### src/rtl/tqbrr_pkg.sv
// ----------------------------------------------------------------------------
// tqbrr_pkg
// Types and constants shared by the three-lane burst round-robin queue.
// ----------------------------------------------------------------------------
package tqbrr_pkg;

    localparam int NUM_LANES = 3;
    localparam int LANE_W    = 2;
    localparam int VALUE_W   = 32;
    localparam int BURST_W   = 4;

    localparam logic [BURST_W-1:0] BURST_LIMIT_RESET = 4'd3;

    typedef enum logic [0:0] {
        OP_ENQUEUE = 1'b0,
        OP_SERVE   = 1'b1
    } op_t;

    typedef enum logic [1:0] {
        STATUS_DONE  = 2'd0,
        STATUS_FULL  = 2'd1,
        STATUS_EMPTY = 2'd2
    } status_t;

    typedef struct packed {
        op_t                       op;
        logic [LANE_W-1:0]         lane;
        logic signed [VALUE_W-1:0] value;
    } in_item_t;

    typedef struct packed {
        status_t                   status;
        logic signed [VALUE_W-1:0] served_value;
        logic [LANE_W-1:0]         served_lane;
    } out_item_t;

    // Outcome of one item, passed from the control stage to the result stage.
    typedef struct packed {
        logic              serve_ok;
        status_t           status;
        logic [LANE_W-1:0] lane;
    } result_t;

    function automatic logic [LANE_W-1:0] lane_after(input logic [LANE_W-1:0] l);
        logic [LANE_W-1:0] n;
        begin
            n = (l == LANE_W'(NUM_LANES - 1)) ? '0 : l + 1'b1;
            return n;
        end
    endfunction

endpackage

### src/rtl/tqbrr_ctrl.sv
// ----------------------------------------------------------------------------
// tqbrr_ctrl
// Queue pointers, fill counts and the burst round-robin choice. Works on the
// registered input item and drives the lane store for at most one access per item.
// ----------------------------------------------------------------------------
module tqbrr_ctrl #(
    parameter int QUEUE_DEPTH = 128,
    parameter int ADDR_W      = $clog2(tqbrr_pkg::NUM_LANES * QUEUE_DEPTH)
) (
    input  logic                                   clk,
    input  logic                                   rst_n,
    input  logic                                   fire,
    input  tqbrr_pkg::in_item_t                    item,
    input  logic                                   cfg_we,
    input  logic [tqbrr_pkg::BURST_W-1:0]          cfg_data,
    output logic                                   ram_we,
    output logic                                   ram_re,
    output logic [ADDR_W-1:0]                      ram_addr,
    output tqbrr_pkg::result_t                     result
);

    localparam int PTR_W = (QUEUE_DEPTH > 1) ? $clog2(QUEUE_DEPTH) : 1;
    localparam int CNT_W = $clog2(QUEUE_DEPTH + 1);
    localparam int NL    = tqbrr_pkg::NUM_LANES;
    localparam int LW    = tqbrr_pkg::LANE_W;
    localparam int BW    = tqbrr_pkg::BURST_W;

    localparam logic [ADDR_W-1:0] BASE1 = ADDR_W'(QUEUE_DEPTH);
    localparam logic [ADDR_W-1:0] BASE2 = ADDR_W'(2 * QUEUE_DEPTH);
    localparam logic [PTR_W-1:0]  PTR_LAST = PTR_W'(QUEUE_DEPTH - 1);
    localparam logic [CNT_W-1:0]  CNT_FULL = CNT_W'(QUEUE_DEPTH);

    logic [PTR_W-1:0] rd_ptr_reg  [NL];
    logic [PTR_W-1:0] rd_ptr_next [NL];
    logic [PTR_W-1:0] wr_ptr_reg  [NL];
    logic [PTR_W-1:0] wr_ptr_next [NL];
    logic [CNT_W-1:0] count_reg   [NL];
    logic [CNT_W-1:0] count_next  [NL];
    logic [LW-1:0]    cur_lane_reg;
    logic [LW-1:0]    cur_lane_next;
    logic [BW-1:0]    burst_cnt_reg;
    logic [BW-1:0]    burst_cnt_next;
    logic [BW-1:0]    burst_limit_reg;

    logic [NL-1:0]    nonempty;
    logic             need_move;
    logic [LW-1:0]    l1;
    logic [LW-1:0]    l2;
    logic [LW-1:0]    serve_lane;
    logic             enq_lane_ok;
    logic [LW-1:0]    enq_lane;
    logic [LW-1:0]    access_lane;
    logic [PTR_W-1:0] access_ptr;
    logic [ADDR_W-1:0] lane_base;

    always_comb
    begin
        for (int i = 0; i < NL; i++)
        begin
            nonempty[i] = (count_reg[i] != '0);
        end
    end

    // The burst ends on the limit or on an empty lane; the forward search
    // falls back to the current lane when it alone holds values.
    assign need_move = (burst_cnt_reg >= burst_limit_reg) || !nonempty[cur_lane_reg];
    assign l1 = tqbrr_pkg::lane_after(cur_lane_reg);
    assign l2 = tqbrr_pkg::lane_after(l1);

    always_comb
    begin
        if (!need_move)
        begin
            serve_lane = cur_lane_reg;
        end
        else if (nonempty[l1])
        begin
            serve_lane = l1;
        end
        else if (nonempty[l2])
        begin
            serve_lane = l2;
        end
        else
        begin
            serve_lane = cur_lane_reg;
        end
    end

    assign enq_lane_ok = (item.lane < LW'(NL));
    assign enq_lane    = enq_lane_ok ? item.lane : '0;

    always_comb
    begin
        for (int i = 0; i < NL; i++)
        begin
            rd_ptr_next[i] = rd_ptr_reg[i];
            wr_ptr_next[i] = wr_ptr_reg[i];
            count_next[i]  = count_reg[i];
        end
        cur_lane_next   = cur_lane_reg;
        burst_cnt_next  = burst_cnt_reg;
        ram_we          = 1'b0;
        ram_re          = 1'b0;
        access_lane     = enq_lane;
        access_ptr      = wr_ptr_reg[enq_lane];
        result.serve_ok = 1'b0;
        result.status   = tqbrr_pkg::STATUS_DONE;
        result.lane     = '0;

        case (item.op)
            tqbrr_pkg::OP_ENQUEUE:
            begin
                if (!enq_lane_ok || count_reg[enq_lane] == CNT_FULL)
                begin
                    result.status = tqbrr_pkg::STATUS_FULL;
                end
                else
                begin
                    ram_we = fire;
                    wr_ptr_next[enq_lane] = (wr_ptr_reg[enq_lane] == PTR_LAST) ?
                                            '0 : wr_ptr_reg[enq_lane] + 1'b1;
                    count_next[enq_lane]  = count_reg[enq_lane] + 1'b1;
                end
            end
            tqbrr_pkg::OP_SERVE:
            begin
                access_lane = serve_lane;
                access_ptr  = rd_ptr_reg[serve_lane];
                if (nonempty == '0)
                begin
                    result.status = tqbrr_pkg::STATUS_EMPTY;
                end
                else
                begin
                    ram_re          = fire;
                    result.serve_ok = 1'b1;
                    result.lane     = serve_lane;
                    rd_ptr_next[serve_lane] = (rd_ptr_reg[serve_lane] == PTR_LAST) ?
                                              '0 : rd_ptr_reg[serve_lane] + 1'b1;
                    count_next[serve_lane]  = count_reg[serve_lane] - 1'b1;
                    cur_lane_next  = serve_lane;
                    burst_cnt_next = need_move ? BW'(1) : burst_cnt_reg + 1'b1;
                end
            end
            default:
            begin
                result.status = tqbrr_pkg::STATUS_DONE;
            end
        endcase
    end

    always_comb
    begin
        case (access_lane)
            LW'(1):  lane_base = BASE1;
            LW'(2):  lane_base = BASE2;
            default: lane_base = '0;
        endcase
    end

    assign ram_addr = lane_base + ADDR_W'(access_ptr);

    always_ff @(posedge clk or negedge rst_n)
    begin
        if (!rst_n)
        begin
            for (int i = 0; i < NL; i++)
            begin
                rd_ptr_reg[i] <= '0;
                wr_ptr_reg[i] <= '0;
                count_reg[i]  <= '0;
            end
            cur_lane_reg    <= '0;
            burst_cnt_reg   <= '0;
            burst_limit_reg <= tqbrr_pkg::BURST_LIMIT_RESET;
        end
        else
        begin
            if (fire)
            begin
                for (int i = 0; i < NL; i++)
                begin
                    rd_ptr_reg[i] <= rd_ptr_next[i];
                    wr_ptr_reg[i] <= wr_ptr_next[i];
                    count_reg[i]  <= count_next[i];
                end
                cur_lane_reg  <= cur_lane_next;
                burst_cnt_reg <= burst_cnt_next;
            end
            if (cfg_we)
            begin
                burst_limit_reg <= cfg_data;
            end
        end
    end

endmodule

### config.mk
export PLATFORM = sky130hd
export DESIGN_NAME = tqbrr_ctrl
export DESIGN_NICKNAME = d
export VERILOG_FILES = /design/src/rtl/tqbrr_pkg.sv /design/src/rtl/tqbrr_ctrl.sv
export SDC_FILE = /design/constraint.sdc
export NUM_CORES = 1
export LEC_CHECK = 0
export ABC_AREA = 1
export BUFFER_PORTS_ARGS = -buffer_cell sky130_fd_sc_hd__buf_2
export CAP_MARGIN = 0
export CORE_ASPECT_RATIO = 0.6
export CORE_UTILIZATION = 45
export DETAILED_ROUTE_END_ITERATION = 16
export SLEW_MARGIN = 40
export SYNTH_ARGS = -nofsm -noshare
export SYNTH_HDL_FRONTEND = slang
export SYNTH_SLANG_ARGS = --single-unit
### constraint.sdc
create_clock -name clk -period 8.1 [get_ports clk]
set_clock_uncertainty 0.2 [all_clocks]
set_input_delay 1.62 -clock clk [delete_from_list [all_inputs] [get_ports clk]]
set_output_delay 1.62 -clock clk [all_outputs]
set_load 0.01 [all_outputs]
* Word-level counts from Yosys, hierarchy flattened
Cells that the tools add are included.
** Cells by class
- $add $sub $neg :: 8
- Magnitude comparators :: 9
- Equal/unequal tests :: 9
- Mux-type cells :: 56
- Bitwise operators :: 5
- Reductions and logical operators :: 13
** Operators with widths (number)
- 2-to-1 mux 7 bit :: 9
- bitwise mux 24 bit :: 2
- 2-to-1 mux 24 bit :: 2
- 2-to-1 mux 8 bit :: 6
- case mux 24 bit (2 select lines) :: 1
- bitwise mux 21 bit :: 2
- binary-select mux 8 bit (select 2 bit) :: 2
- demux 8 bit (select 2 bit) :: 2
- binary-select mux 7 bit (select 2 bit) :: 2
- demux 7 bit (select 2 bit) :: 2
- nonzero test 8 bit :: 3
- 2-to-1 mux 2 bit :: 10
- case mux 9 bit (2 select lines) :: 1
- adder 7 x 1 -> 7 bit, second input constant :: 2
- equality test 7 bit, second input constant :: 2
- 2-to-1 mux 1 bit :: 10
- adder 9 x 7 -> 9 bit :: 1
- < comparator 2 x 3 -> 1 bit, second input constant :: 3
- AND reduction 3 bit :: 3
- adder 8 x 1 -> 8 bit, second input constant :: 1
- equality test 8 bit, second input constant :: 1
- subtractor 8 x 1 -> 8 bit, second input constant :: 1
- binary-select mux 1 bit (select 2 bit) :: 3
- equality test 2 bit, second input constant :: 3
- 16 further kinds :: 26
** Word-level totals
- Register bits :: 76
- Input port bits :: 43
- Output and inout bits :: 16
- Logic and storage cells :: 112

* Logic depth before layout (Yosys ltp)
Gate-level depths: netlist (run 1).
- Depth after elaboration :: 17
- Mapped depth :: 23
- Gate-level depth less buffers :: 22

* Worst setup path after synthesis (run 1)
No wires, ideal clock.
- Path kind :: input port to output port
- From :: input item[33] (netlist bit)
- To :: output ram_we
- Arrival time :: 3.374 ns
- Required time :: 6.280 ns
- Slack :: 2.906 ns
- Stages :: 15
- Buffers on the path :: 1
- Cells stage by stage :: inv_1 > ha_1 > buf_2 > nor2_2 > inv_2 > o21ai_0 > inv_1 > ha_1 > inv_1 > nor4_1 > nand2_1 > nand2_1 > nor2_1 > nand2_1 > inv_1
** On the way
- Cells in the longest elaborated chain, start to end :: 10
- Elaborated cells on any way between the ends :: 11
- Classes of those cells :: order compare (1); eq/ne (1); mux (6); bitwise (1); reduce/logical (2)
** Ends and longest elaborated chain
- start, declared :: RTL line tqbrr_ctrl.sv:13 : input tqbrr_pkg::in_item_t item,
- < comparator 2 bit :: RTL line tqbrr_ctrl.sv:90 : assign enq_lane_ok = (item.lane < LW'(NL));
- 2-to-1 mux 2 bit :: RTL line tqbrr_ctrl.sv:91 : assign enq_lane = enq_lane_ok ? item.lane : '0;
- inverter 2 -> 3 bit (not written as such) :: RTL line tqbrr_ctrl.sv:114 : if (!enq_lane_ok || count_reg[enq_lane] == CNT_FULL)
- binary-select mux 8 bit (select 2 bit) :: RTL line tqbrr_ctrl.sv:114
- 2-to-1 mux 8 bit (not written as such) (2 in a row) :: RTL line tqbrr_ctrl.sv:114
- equality test 8 bit :: RTL line tqbrr_ctrl.sv:114
- logical OR 1 bit (*) :: RTL line tqbrr_ctrl.sv:114
- 2-to-1 mux 1 bit (*) :: RTL line tqbrr_ctrl.sv:114
- 2-to-1 mux 1 bit (*) :: RTL line tqbrr_ctrl.sv:111 : case (item.op)
- end, declared :: RTL line tqbrr_ctrl.sv:16 : output logic ram_we,
Every way passes the cells marked *; elsewhere a longest branch is shown, timed or not. The select of a mux whose other input is x is not followed.

* Worst setup path after layout (run 1)
Same ends and word-level chain as after synthesis.

==> key figures, run 1 <==
Outcome
  – Outcome: complete, no violations

Worst setup path
  – Slowest Stage Delay on Critical Path: 0.56 ns
  – Slowest-stage cell, CP: o21ai_0
  – Critical path's top delay family: buffers and inverters
  – Worst Path Buf+Inv: 7
  – CP dominant cell by count: inv_1
  – Max FO, Critical Path: 18
  – Arr. time, crit path: 4.50 ns
  – Crit path required time: 6.28 ns
  – Crit path launch type: input pin
  – R2R setup slack: 4.05 ns
  – Critical path class: in -> out
  – CP cell instances: buf_2 > inv_1 > ha_1 > nor2_2 > inv_2 > o21ai_0 > inv_1 > ha_1 > inv_1 > nor4_1 > nand2_1 > nand2_1 > nor2_1 > nand2_1 > inv_1 > buf_2
  – Setup crit end kind: output port

Global routing
  – Largest net degree at the start of global routing: 77
  – First-pass GRT wire length: 25,400 um
  – GRT Residual Overflow: 0
  – Vias in the first global route: 4,703
  – Initial antenna violation count: 0
  – Total GRT Usage: 27.6%

Floorplanning
  – Die area: 0.0123 mm2
  – Rows: 30
  – Number of I/O pins: 59
  – Chip width: 143 um
  – Die height: 86.3 um
  – Core area: 0.0114 mm2
  – Initial cell density of the core: 46.7%

Layout
  – Layout area overhead: 10.4%
  – Commonest non-fill, non-tap cell in the layout: nand2_1
  – Max FFs per register: 24
  – Fin cells: 952
  – Layout cell share with drive strength beyond 1: 13.5%
  – Commonest cells after routing, fill and taps aside: 204 x nand2_1, 91 x nor2_1, 85 x inv_1, 74 x dfrtp_1, 66 x o21ai_0
  – Final core utilization: 51.6%
  – Ant. Diodes: 0
  – Layout Nets: 844

Place
  – Worst slack at placement: 1.92 ns
  – Final HPWL DP: 11,600 um
  – Routability cong.: 0.984
  – # placed instances: 936
  – IO buf count: 26

Drt
  – Antenna viol nets, final: 0
  – Iter 0 DRT Violations: 503
  – WL final: 16,100 um
  – Initial DRT Pass Iterations: 6
  – Vias: 5,151
  – Average wire per cell in the routed design: 16.9 um
  – Vias/cell: 5.41
  – DRC errors left: 0

Timing
  – Headroom to the max-slew limit: 44.2%
  – Min Clock Period, post-route: 6.32 ns
  – Final setup fails: 0
  – Worst Tran Pin Value: 0.833 ns
  – Final TNS setup: 0 ns
  – Fin. Hold Viols: 0
  – Period utilization: 78.0%
  – RSZ-0062 raised after global routing: no
  – Fmax: 0.158 GHz
  – Final slew viol count: 0
  – Fin worst setup slack: 1.78 ns

CTS
  – Post-CTS setup buffers: 0
  – # resized after CTS: 0
  – Clk slew on worst S/H paths: 0.06 ns
  – # hold bufs at CTS: 0
  – Clock Root Buffer: clkbuf_16
  – CTS buffer count: 9
  – CTS tree: done
  – CTS Buffer Depth: 2
  – CTS Sinks: 76
  – Worst skew pair latency: 0.35 ns
  – CTS H-tree lvls: 3

Synthesis
  – Synth warn: 0
  – Largest area contributor in the netlist: dfrtp_1
  – Sequential area share after synthesis: 35.7%
  – Post-Syn Area per Cell: 6.98 um2
  – Post-synthesis cell type count: 46
  – Post-Synthesis Cells: 764
  – Mapped Area: 0.00533 mm2
  – Number of synthesized flops with an enable pin: 0
  – Proportion of netlist area held by the largest area contributor: 34.7%
  – Synth area leaders: dfrtp_1 35%, nand2_1 14%, nor2_1 6.4%, o21ai_0 6.2%, inv_1 6.0%
  – Top_reg_cell synth: dfrtp_1
  – Post-synth ARST share: 100%
  – Syn_nets: 821
  – Synthesis-stage register bit count: 76

Job
  – Max-Cap Viols: 0

Hold path
  – Hold/Removal Path Class: reg -> reg
layout make-up:
class / count / area [um2]
fillers: 1124 / 5520
multi-input cells: 580 / 2980
flip-flops and latches: 76 / 1900
inverters: 92 / 345
clock buffers: 10 / 239
well taps: 160 / 200
repair buffers: 28 / 151
clock inverters: 6 / 71.3
cells in the mapped netlist, types with 2 or more instances:
master and n:
o21ai_2 5, o211ai_1 2, dfrtp_1 74, o21a_1 5, xor2_1 10, nor2_2 14
clkbuf_1 6, buf_6 3, nor2_1 91, nor3_1 3, inv_1 85, nand2_1 204
nand3_1 51, nand2_2 11, buf_2 4, ha_1 14, inv_2 6, a21oi_2 4
dfstp_2 2, buf_12 2, nand4_1 12, a21oi_1 36, a22oi_1 13, nand2_4 4
nand3_2 3, o21ai_0 66, nor2_4 3, or2_2 4, o21ai_1 8, xnor2_1 3
logic make-up (layout without fill, tap and decap cells):
kind of cell / Yosys count / after routing / share of synthesized area [%]
multiplexers: 1 / 1 / 0.211
AND/OR/NAND/NOR: 406 / 406 / 33.7
adder cells (fa/ha/maj): 14 / 14 / 3.28
flip-flops: 76 / 76 / 35.7
XOR/XNOR: 13 / 13 / 2.13
AO/OA/AOI/OAI: 146 / 146 / 16.1
buffers and inverters: 108 / 136 / 8.80
through the flow:
stage          hold slack, ns  area [um2]
2_1_floorplan           0.237        5330
3_3_place_gp            0.249        5560
3_5_place_dp            0.255        5560
4_1_cts                 0.271        5870
5_1_grt                 0.291        5890
6_report                0.268        5890
path summary, 6_finish.rpt:
path,from,cells after the start,to
worst max-delay path,item[33],16,ram_we
worst min-delay path,wr_ptr_reg[7],2,wr_ptr_reg[7]
worst max register to register,burst_limit_reg[1],19,rd_ptr_reg[0]
worst min register to register,wr_ptr_reg[7],2,wr_ptr_reg[7]
max in group asynchronous,rst_n,1,cur_lane_reg[0]
min in group asynchronous,rst_n,1,count_reg[11]
worst register-to-register path: cells and delay by family (launching register included):
family	cells	cell delay, ns
AO/OA/AOI/OAI	2	0.20
AND/OR/NAND/NOR	12	2.18
adder cells (fa/ha/maj)	2	0.50
buffers and inverters	3	0.30
flip-flops	1	0.52
per-layer routing:
layer  routed length (um)  GRT usage (%)  vias up
met5                    0              0        -
met4                  136           6.26        0
met3                 1540           8.07       15
met2                 6380           38.1      208
met1                 8000           41.9     2403
li1                     -              -     2525
Power of run 1 is not shown: default switching activity piles up to over one toggle a cycle in this logic, so the estimate is an artifact.
==> run 2: changes to the inputs <==
PLACE_DENSITY = 0.66   (was default)
clock period = 5.1 ns   (was 8.1 ns; I/O delays follow)
==> run 2 against run 1 <==
Flip-flop and latch count did not move. Die area did not move. Cell count rose by 0.84%. Utilization rose by 0.37 points. Design area rose by 0.72%. Via count rose by 2.0%. Clock-buffer cell count did not move. Non-clock buffer count rose by 8. Sequential share of layout area fell by 0.23 points. Wire length rose by 0.39%. Highest routed layer unchanged.
==> key figures, run 2 (synthesized netlist as in run 1, its figures left out) <==
CTS
  – CTS Buffer Depth: 2 (unchanged)
  – CTS tree: done
  – CTS Sinks: 76 (unchanged)
  – Post-CTS setup buffers: 0 (unchanged)
  – # resized after CTS: 0 (unchanged)
  – CTS H-tree lvls: 3 (unchanged)
  – Clock Root Buffer: clkbuf_16
  – Worst skew pair latency: 0.34 ns (about the same)
  – # hold bufs at CTS: 0 (unchanged)
  – CTS buffer count: 9 (unchanged)
  – Clk slew on worst S/H paths: 0.06 ns (about the same)

Layout
  – Layout cell share with drive strength beyond 1: 14.2% (+0.74 points)
  – # fillers: 1,152 (+2.5%)
  – Commonest non-fill, non-tap cell in the layout: nand2_1
  – Layout Nets: 852 (+0.95%)
  – Layout area overhead: 11.2%
  – Ant. Diodes: 0 (unchanged)
  – Commonest cells after routing, fill and taps aside: 204 x nand2_1, 91 x nor2_1, 85 x inv_1, 74 x dfrtp_1, 66 x o21ai_0
  – Max FFs per register: 24 (unchanged)

Global routing
  – Grt met1 use: 43.4% (+1.5 points)
  – GRT met2 Usage: 36.8% (-1.2 points)
  – Busiest grt layer: met1
  – First-pass GRT wire length: 25,700 um (+1.2%)
  – Total GRT Usage: 27.8% (+0.13 points)
  – Vias in the first global route: 4,775 (+1.5%)
  – GRT Residual Overflow: 0 (unchanged)
  – Largest net degree at the start of global routing: 77 (unchanged)
  – Initial antenna violation count: 0 (unchanged)
  – Grt met3 use: 7.79% (-0.28 points)

Drt
  – Initial DRT Pass Iterations: 6 (unchanged)
  – Antenna viol nets, final: 0 (unchanged)
  – Vias: 5,256 (+2.0%)
  – DRC errors left: 0 (unchanged)
  – Average wire per cell in the routed design: 16.8 um (-0.45%)
  – WL final: 16,100 um (+0.39%)
  – Vias/cell: 5.48 (+1.2%)
  – Iter 0 DRT Violations: 574 (+14%)

Timing
  – Min Clock Period, post-route: 4.63 ns
  – Fin. Hold Viols: 0 (unchanged)
  – Period utilization: 90.9%
  – Worst Tran Pin Value: 0.841 ns (+0.00737 ns)
  – Final TNS setup: 0 ns (unchanged)
  – Final setup fails: 0 (unchanged)
  – Headroom to the max-slew limit: 43.7% (-0.49 points)
  – RSZ-0062 raised after global routing: no
  – Final slew viol count: 0 (unchanged)
  – Fmax: 0.216 GHz

Worst setup path
  – Crit path launch type: flop
  – Slowest-stage cell, CP: dfstp_2
  – Arr. time, crit path: 3.41 ns (-1.09 ns)
  – Slowest Stage Delay on Critical Path: 0.51 ns (-0.05 ns)
  – Setup crit end kind: output port
  – Critical path class: reg -> out
  – Crit path required time: 3.88 ns (-2.40 ns)
  – Max FO, Critical Path: 19 (+1)
  – CP cell instances: inv_1 > ha_1 > inv_1 > nor2_1 > o21bai_1 > nand2_1 > nor2_2 > nand4_1 > nand2_4 > o21ai_0 > nor2_1 > a21oi_1 > o21ai_0 > buf_2
  – R2R setup slack: 1.03 ns (-3.02 ns)

Job
  – Max-Cap Viols: 0 (unchanged)

Place
  – IO buf count: 26 (unchanged)
  – Routability cong.: 0.991 (+0.73%)
  – Final HPWL DP: 12,000 um (+3.6%)

Floorplanning
  – Number of I/O pins: 59 (unchanged)
  – Chip width: 143 um (unchanged)
  – Die area: 0.0123 mm2 (unchanged)
  – Die height: 86.3 um (unchanged)
  – Core area: 0.0114 mm2 (unchanged)
  – Rows: 30 (unchanged)
  – Initial cell density of the core: 46.7% (unchanged)

Outcome
  – Outcome: complete, no violations

Hold path
  – Hold/Removal Path Class: reg -> reg
## run 2: cell types whose count changed in the layout (fill, tap and decap cells not counted), sizes merged
cell and change:
buf +8, clkinvlp -1, inv +1
## run 2: final cells by class
class	instances	area [um2]	area share [%]
multi-input cells	580	2960	49.9
flip-flops and latches	76	1900	32.1
inverters	92	345	5.82
clock buffers	10	239	4.03
repair buffers	36	211	3.57
well taps	160	200	3.38
clock inverters	6	68.8	1.16
## run 2: worst paths after layout
path                               startpoint              to  cells after the start
hold / removal                  wr_ptr_reg[9]   wr_ptr_reg[9]                      2
max in group asynchronous               rst_n  rd_ptr_reg[12]                      1
hold reg to reg                 wr_ptr_reg[9]   wr_ptr_reg[9]                      2
setup / recovery           burst_limit_reg[1]     ram_addr[6]                     14
min in group asynchronous               rst_n    count_reg[3]                      1
setup reg to reg           burst_limit_reg[1]  rd_ptr_reg[14]                     19
## run 2: worst max-delay path, delay by kind of cell (launching register included)
family          cells  cell delay, ns
buf+inv             3            0.34
compound gates      4            0.60
fa+ha+maj           1            0.29
simple gates        6            1.32
flops               1            0.51
## run 2: routing by layer
layer  share of wire, %  wire (um)
met5                  0          0
met4                1.1        174
met3                 12       1930
met2                 39       6220
met1                 48       7800
## run 2: per-stage QoR
step                utilization [%]  hold slack (ns)  instance area, um2  setup WS (ns)  std cells
finish                         52.0            0.273                5930          0.466        960
global route                   52.0            0.296                5930          0.282        960
detailed placement             49.2            0.262                5610          0.538        943
CTS                            51.9            0.278                5920          0.525        959
global placement               49.2            0.249                5610          0.539        943
floorplan                         -            0.237                5330           1.11        764
Power of run 2 is left out for the same reason.
==> run 3: changes to the inputs <==
REMOVE_ABC_BUFFERS = 1   (was default)
==> run 3 against run 2 <==
Die area unchanged. Maximum frequency about the same. Utilization down 0.34 points. Register-to-register slack better by 0.09 ns. First-iteration DRC count up 5.9%. Highest routed layer unchanged.
==> key figures, run 3 (synthesized netlist as in run 1, its figures left out) <==
Outcome
  – Outcome: complete, no violations

Layout
  – Fin cells: 959 (-0.10%)
  – Layout Nets: 851 (-0.12%)
  – Max FFs per register: 24 (unchanged)
  – Layout cell share with drive strength beyond 1: 14.0% (-0.23 points)
  – Commonest cells after routing, fill and taps aside: 204 x nand2_1, 91 x nor2_1, 85 x inv_1, 74 x dfrtp_1, 66 x o21ai_0
  – Ant. Diodes: 0 (unchanged)
  – Commonest non-fill, non-tap cell in the layout: nand2_1
  – # fillers: 1,182 (+2.6%)
  – Layout area overhead: 10.4%
  – Final instance area: 0.00589 mm2 (-0.65%)

Timing
  – Fmax: 0.216 GHz (about the same)
  – Period utilization: 90.8% (about the same)
  – Final slew viol count: 0 (unchanged)
  – Headroom to the max-slew limit: 45.9% (+2.2 points)
  – Hold WS: 0.271 ns (-0.00185 ns)
  – Min Clock Period, post-route: 4.63 ns (-0.00422 ns)
  – Fin. Hold Viols: 0 (unchanged)
  – Final TNS setup: 0 ns (unchanged)
  – Worst Tran Pin Value: 0.803 ns (-0.0377 ns)
  – Final setup fails: 0 (unchanged)
  – RSZ-0062 raised after global routing: no

Drt
  – Initial DRT Pass Iterations: 5 (-1)
  – Iter 0 DRT Violations: 608 (+5.9%)
  – Vias: 5,280 (+0.46%)
  – Average wire per cell in the routed design: 16.3 um (-2.8%)
  – WL final: 15,700 um (-2.9%)
  – Vias/cell: 5.51 (+0.56%)
  – Antenna viol nets, final: 0 (unchanged)
  – DRC errors left: 0 (unchanged)

Place
  – IO buf count: 26 (unchanged)
  – Routability cong.: 0.974 (-1.8%)
  – # placed instances: 942 (-0.11%)
  – Final HPWL DP: 11,600 um (-3.5%)
  – Post-DP Area: 0.00561 mm2 (-0.13%)

Worst setup path
  – Max FO, Critical Path: 10 (-9)
  – Crit path required time: 3.88 ns (about the same)
  – Crit path launch type: input pin
  – Setup crit end kind: output port
  – Critical path class: in -> out
  – R2R setup slack: 1.12 ns (+0.09 ns)
  – Arr. time, crit path: 3.41 ns (about the same)

CTS
  – CTS Buffer Depth: 2 (unchanged)
  – CTS H-tree lvls: 3 (unchanged)
  – CTS Sinks: 76 (unchanged)
  – Worst skew pair latency: 0.34 ns (about the same)
  – CTS buffer count: 9 (unchanged)
  – # hold bufs at CTS: 0 (unchanged)
  – Clk slew on worst S/H paths: 0.06 ns (about the same)
  – Post-CTS setup buffers: 0 (unchanged)
  – CTS tree: done
  – # resized after CTS: 0 (unchanged)
  – Clock Root Buffer: clkbuf_16

Global routing
  – Vias in the first global route: 4,780 (+0.10%)
  – Total GRT Usage: 26.9% (-0.90 points)
  – GRT Residual Overflow: 0 (unchanged)
  – Initial antenna violation count: 0 (unchanged)
  – Largest net degree at the start of global routing: 77 (unchanged)
  – First-pass GRT wire length: 25,200 um (-1.9%)

Hold path
  – Hold/Removal Path Class: reg -> reg

Floorplanning
  – Die height: 86.3 um (unchanged)
  – Number of I/O pins: 59 (unchanged)
  – Initial cell density of the core: 46.7% (unchanged)
  – Core area: 0.0114 mm2 (unchanged)
  – Rows: 30 (unchanged)
  – Die area: 0.0123 mm2 (unchanged)
  – Chip width: 143 um (unchanged)

Job
  – Max-Cap Viols: 0 (unchanged)
-- run 3: cell count changes in the layout (fill, tap and decap cells not counted), sizes merged --
| cell | previous run | this run |
|---|---|---|
| clkinvlp | 1 | 4 |
| bufinv | 1 | 0 |
| clkinv | 3 | 1 |
| buf | 36 | 35 |
-- run 3: worst max-delay path, stage by stage --
cell	delay (ns)
buf_2	0.13
inv_1	0.08
ha_1	0.40
buf_4	0.25
a21oi_1	0.08
o21ai_0	0.08
o21ai_0	0.15
inv_1	0.13
ha_1	0.17
inv_1	0.05
nor4_1	0.26
nand2_1	0.11
nand2_1	0.10
nor2_1	0.04
nand2_1	0.15
inv_1	0.07
buf_2	0.14
-- run 3: stage by stage --
stage / worst slack, ns / util [%]
after global routing: 0.234 / 51.6
after detailed placement: 0.526 / 49.1
after CTS: 0.526 / 51.6
after floorplan: 0.941 / -
after global placement: 0.598 / 49.1
final: 0.470 / 51.6
-- run 3: routing by layer --
layer	up-vias	routed length (um)	global-route usage [%]
li1	2537	-	-
met1	2450	7440	40.7
met2	271	6170	37.3
met3	22	1890	7.35
met4	0	160	6.06
met5	-	0	0
-- run 3: final timing paths --
path	startpoint	endpoint	depth (start not counted)
worst max-delay path	item[33]	ram_we	17
worst max register to register	burst_limit_reg[1]	count_reg[19]	15
max in group asynchronous	rst_n	burst_cnt_reg[2]	1
worst min register to register	wr_ptr_reg[10]	wr_ptr_reg[10]	2
min in group asynchronous	rst_n	count_reg[22]	1
worst min-delay path	wr_ptr_reg[10]	wr_ptr_reg[10]	2
-- run 3: cell type report --
type                            count  area (um2)  share of cell area [%]
Clock inverter                      6        47.5                   0.807
Clock buffer                       10         229                    3.89
Inverter                           92         345                    5.86
Sequential cell                    76        1900                    32.3
Tap cell                          160         200                    3.40
Multi-Input combinational cell    580        2960                    50.3
Timing Repair Buffer               35         204                    3.46
Power of run 3 is left out for the same reason.
